**src/hw/rtl/acfm_pkg.sv**
```systemverilog
// Package for the arithmetic coder frequency model; also its divider types.
// Holds widths, action codes and the sequencer state type; no dependencies.
`default_nettype none
package acfm_pkg;
    localparam int SYMBOLS    = 256;
    localparam int SYM_BITS   = 8;
    localparam int COUNT_BITS = 31;
    localparam int WORD_BITS  = 32;

    typedef enum logic [1:0] {
        ACT_UPDATE = 2'd0,
        ACT_ENCODE = 2'd1,
        ACT_DECODE = 2'd2,
        ACT_CLEAR  = 2'd3
    } action_t;

    typedef enum logic [3:0] {
        ST_IDLE,
        ST_RD_OWN,
        ST_RD_PREV,
        ST_CHECK,
        ST_UPD_RD,
        ST_UPD_WR,
        ST_DIV,
        ST_MUL_LO,
        ST_MUL_HI,
        ST_DEC_SCALE,
        ST_SEARCH_RD,
        ST_SEARCH_CMP,
        ST_CLEAR,
        ST_DONE
    } state_t;

    typedef struct packed {
        logic                 start;
        logic [WORD_BITS-1:0] dividend;
        logic [WORD_BITS-1:0] divisor;
    } div_req_t;

    typedef struct packed {
        logic                 done;
        logic [WORD_BITS-1:0] quotient;
    } div_rsp_t;
endpackage
`default_nettype wire

```
**src/hw/rtl/acfm_divider.sv**
```systemverilog
// Radix-2 restoring divider, one quotient bit per cycle.
// Depends on acfm_pkg. A zero divisor gives an all-ones quotient.
`default_nettype none
module acfm_divider (
    input  wire logic              clk,
    input  wire logic              rst_n,
    input  wire acfm_pkg::div_req_t req,
    output acfm_pkg::div_rsp_t     rsp
);
    import acfm_pkg::*;

    logic [WORD_BITS-1:0] quo_reg, quo_next;
    logic [WORD_BITS-1:0] rem_reg, rem_next;
    logic [WORD_BITS-1:0] dvs_reg, dvs_next;
    logic [5:0]           cnt_reg, cnt_next;
    logic                 busy_reg, busy_next;
    logic                 done_reg, done_next;
    logic [WORD_BITS:0]   trial;

    always_comb
    begin
        quo_next  = quo_reg;
        rem_next  = rem_reg;
        dvs_next  = dvs_reg;
        cnt_next  = cnt_reg;
        busy_next = busy_reg;
        done_next = 1'b0;
        trial     = {rem_reg, quo_reg[WORD_BITS-1]} - {1'b0, dvs_reg};
        if (req.start)
        begin
            quo_next  = req.dividend;
            rem_next  = '0;
            dvs_next  = req.divisor;
            cnt_next  = 6'(WORD_BITS);
            busy_next = 1'b1;
        end
        else if (busy_reg)
        begin
            if (!trial[WORD_BITS])
            begin
                rem_next = trial[WORD_BITS-1:0];
                quo_next = {quo_reg[WORD_BITS-2:0], 1'b1};
            end
            else
            begin
                rem_next = {rem_reg[WORD_BITS-2:0], quo_reg[WORD_BITS-1]};
                quo_next = {quo_reg[WORD_BITS-2:0], 1'b0};
            end
            cnt_next = cnt_reg - 6'd1;
            if (cnt_reg == 6'd1)
            begin
                busy_next = 1'b0;
                done_next = 1'b1;
            end
        end
    end

    always_ff @(posedge clk or negedge rst_n)
    begin
        if (!rst_n)
        begin
            busy_reg <= 1'b0;
            done_reg <= 1'b0;
            cnt_reg  <= '0;
        end
        else
        begin
            busy_reg <= busy_next;
            done_reg <= done_next;
            cnt_reg  <= cnt_next;
        end
    end

    always_ff @(posedge clk)
    begin
        quo_reg <= quo_next;
        rem_reg <= rem_next;
        dvs_reg <= dvs_next;
    end

    assign rsp.done     = done_reg;
    assign rsp.quotient = quo_reg;

    a_done_after_busy: assert property (@(posedge clk) disable iff (!rst_n)
        rsp.done |-> !busy_reg) else $error("divider done while busy");
    a_cnt_idle: assert property (@(posedge clk) disable iff (!rst_n)
        !busy_reg |-> cnt_reg == 6'd0) else $error("divider count left over");
endmodule
`default_nettype wire

```
**config.mk**
```make
export PLATFORM = sky130hd
export DESIGN_NAME = acfm_divider
export DESIGN_NICKNAME = d
export VERILOG_FILES = /design/src/hw/rtl/acfm_pkg.sv /design/src/hw/rtl/acfm_divider.sv
export SDC_FILE = /design/constraint.sdc
export NUM_CORES = 1
export LEC_CHECK = 0
export ABC_AREA = 0
export BUFFER_PORTS_ARGS = -buffer_cell sky130_fd_sc_hd__buf_2
export CORE_ASPECT_RATIO = 0.7
export CORE_MARGIN = 10
export CORE_UTILIZATION = 30
export CTS_BUF_LIST = sky130_fd_sc_hd__clkbuf_8 sky130_fd_sc_hd__clkbuf_16
export DETAILED_ROUTE_END_ITERATION = 10
export HOLD_SLACK_MARGIN = 0.05
export PLACE_DENSITY = 0.45
export SYNTH_ARGS = -nofsm -noshare
export SYNTH_HDL_FRONTEND = slang
export SYNTH_SLANG_ARGS = --single-unit
```
**constraint.sdc**
```tcl
create_clock -name clk -period 7.2 [get_ports clk]
set_clock_uncertainty 0.1 [all_clocks]
set_input_delay 0.72 -clock clk [delete_from_list [all_inputs] [get_ports clk]]
set_output_delay 0.72 -clock clk [all_outputs]
set_load 0.02 [all_outputs]
```
==> qor.yml <==
status:
  status: "finished, final reports clean"
timing:
  fmax_mhz: 262.0
  worst_pin_slew_ns: 1.079
  finalHoldViolations: 0
  setup_tns_ns: 0
  period_minus_slack_ns: 3.817
  final_max_slew_viol_count: 0
  grt_setup_unrepaired: "false"
  slew_headroom: 0.2792
  fin_crit_sh: 0.5302
  finalSetupViolations: 0
clock_tree:
  clk_pin_slew_ns: 0.08
  cts_made_buffers: 9
  cts.path.max_buffers: 2
  clk-insertion-delay-late_ns: 0.37
  cts_tree: "done"
  hold_buffers: 0
  cts.sinks: 104
  ctsResizeCount: 0
  cts_root_buf: "clkbuf_16"
  cts_setup_buffers: 0
  cts_htree_levels: 3
flow_run:
  cap_violations: 0
worst_hold_path:
  min_path_type: "input pin to asynchronous set/reset pin"
drt:
  vias: 4705
  first_pass_iters: 6
  avgViaCountPerCell: 4.901
  wl_per_cell_um: 16.48
  ant_nets: 0
  drt_iter0_markers: 257
  wl_um: 15820
  route.detailed.drc: 0
floorplan:
  dieArea_mm2: 0.02641
  initial_utilization: 0.3057
  die-height_um: 139.0
  die-width_um: 190.0
  rows: 43
  ioPinCount: 100
  core_mm2: 0.01985
synthesis:
  synth_nets: 701
  synth.distinct_cells: 67
  synth_edf_count: 64
  synth_top_area_share: 0.3167
  yosysWarnings: 0
  syn_inst: 599
  seq_area_frac_synth: 0.4553
  synth_area_per_cell_um2: 10.13
  yosysTopAreaCell: "edfxtp_1"
  synth_seq_cells: 104
  ys_top_cells_by_area: "edfxtp_1 32%, dfxtp_1 11%, ha_1 7.0%"
  synth_ff_type: "edfxtp_1"
  syn-cell-area_mm2: 0.006068
  async_flop_share: 0.07692
critical_path:
  cp_max_fo: 28
  path_cells: "inv_1 > ha_1 > fa_1 > and2b_1 > o2111ai_1 > a211oi_2 > o21ai_0 > a31oi_1 > o211a_2 > buf_4 > o311ai_0 > a311oi_2"
  crit-reg2reg-capture: "rem_reg[16]$_SDFFE_PP0P_"
  worst-setup-path-type: "flip-flop to flip-flop"
  cp-start-kind: "flip-flop"
  cp-end-kind: "flip-flop"
  required_ns: 7.39
  r2r_cells: 12
  slowest_stage: "buf_4"
  r2r-start: "quo_reg[31]$_DFFE_PP_"
  reg2reg_slack_ns: 3.38
  slowest_delay_ns: 0.45
  worstPathArrival_ns: 4.01
global_route:
  first_global_vias: 4975
  grt_pass1_wl_um: 26320
  grt_max_degree: 52
  track_usage: 0.1226
  antenna_found_initial: 3
  grt_overflow_total: 0
final_layout:
  syn_to_final_growth_pct: 16.80
  drive_above_1_share: 0.2333
  diodes: 0
  final_common_cell: "buf_2"
  fin_nets: 787
  post-route-util: 0.3570
  final_cell_mix: "98 x buf_2, 64 x edfxtp_1, 59 x nand2_1"
power_and_ir_drop:
  internal_power_mw: 1.273
  power_frac_clock: 0.244
  ir_drop_mv: 0.1170
  p_sw_mw: 0.7454
  swShare: 0.3693
  pwr-share-seq: 0.401
  pwr-share-comb: 0.355
  leakage_nw: 2.920
  power_density_mw_per_mm2: 284.8
placement:
  port_buffers: 99
  place.gp.congestion: 0.8550
  hpwl_um: 11840
[area by class of cell]
type / count / area, um2
clock buffers: 9 / 225.2
clock inverters: 7 / 61.31
fillers: 1985 / 12760
inverters: 41 / 153.9
multi-input cells: 426 / 3018
flip-flops and latches: 104 / 2764
well taps: 270 / 337.8
repair buffers: 103 / 528.0
[cells by family (layout without fill, tap and decap cells)]
group	after synthesis	in the layout	share of synthesized area
xor gates and xnor gates	29	29	0.04186
adders and majority gates	35	35	0.07340
AOI/OAI and AO/OA	144	144	0.1565
DFF	104	104	0.4553
buffers and inverters	69	160	0.04742
muxes	56	56	0.09897
and+or+nand+nor	162	162	0.1266
[worst max-delay path: cells and delay by family (launching register included)]
family	cells	cell delay (ns)
compound gates	7	1.93
flops	1	0.35
simple gates	1	0.23
fa+ha+maj	2	0.60
buf+inv	2	0.51
[metrics by stage]
| step | std cells | power [mW] | setup WS, ns | hold slack, ns | cell area (um2) |
|---|---|---|---|---|---|
| after floorplan | 599 | 1.349 | 3.953 | 0.3244 | 6068 |
| after global placement | 944 | 1.534 | 3.451 | 0.3735 | 6802 |
| after detailed placement | 944 | 1.535 | 3.380 | 0.3804 | 6802 |
| after CTS | 960 | 2.040 | 3.335 | 0.06909 | 7088 |
| after global routing | 960 | 2.166 | 3.034 | 0.07349 | 7088 |
| final | 960 | 2.018 | 3.383 | 0.07964 | 7088 |
[synth_stat cells, types with 13 or more instances]
cell	number
edfxtp_1	64
nand2_1	59
nor2_1	48
a21oi_1	42
inv_1	41
ha_1	34
dfxtp_1	32
mux2_2	32
o21ai_0	25
mux2i_1	24
clkbuf_1	21
a211oi_1	19
xor2_1	16
xnor2_1	13
[worst max-delay path by stage]
stage / from / end / slack (ns)
final: quo_reg[31]$_DFFE_PP_ / rem_reg[16]$_SDFFE_PP0P_ / 3.38
after global routing: quo_reg[31]$_DFFE_PP_ / rem_reg[16]$_SDFFE_PP0P_ / 3.03
after CTS: quo_reg[31]$_DFFE_PP_ / rem_reg[16]$_SDFFE_PP0P_ / 3.33
after detailed placement: quo_reg[31]$_DFFE_PP_ / rem_reg[16]$_SDFFE_PP0P_ / 3.38
after global placement: quo_reg[31]$_DFFE_PP_ / rem_reg[16]$_SDFFE_PP0P_ / 3.45
after floorplan: quo_reg[31]$_DFFE_PP_ / quo_reg[0]$_DFFE_PP_ / 3.95
[power by group through the flow]
stage / clock network, mW / registers [mW] / logic, mW
2_1_floorplan: 0 / 0.835 / 0.514
3_3_place_gp: 0 / 0.822 / 0.712
3_5_place_dp: 0 / 0.822 / 0.713
4_1_cts: 0.513 / 0.811 / 0.717
5_1_grt: 0.538 / 0.826 / 0.802
6_report: 0.493 / 0.810 / 0.716
[routing by layer]
| metal | GRT usage | up-vias | share of wire |
|---|---|---|---|
| li1 | - | 2354 | - |
| met1 | 0.1729 | 2216 | 0.52 |
| met2 | 0.1663 | 117 | 0.39 |
| met3 | 0.05402 | 14 | 0.081 |
| met4 | 0.02582 | 4 | 0.0073 |
| met5 | 0 | - | 0.0018 |
Power figures use the tool's default switching activity.
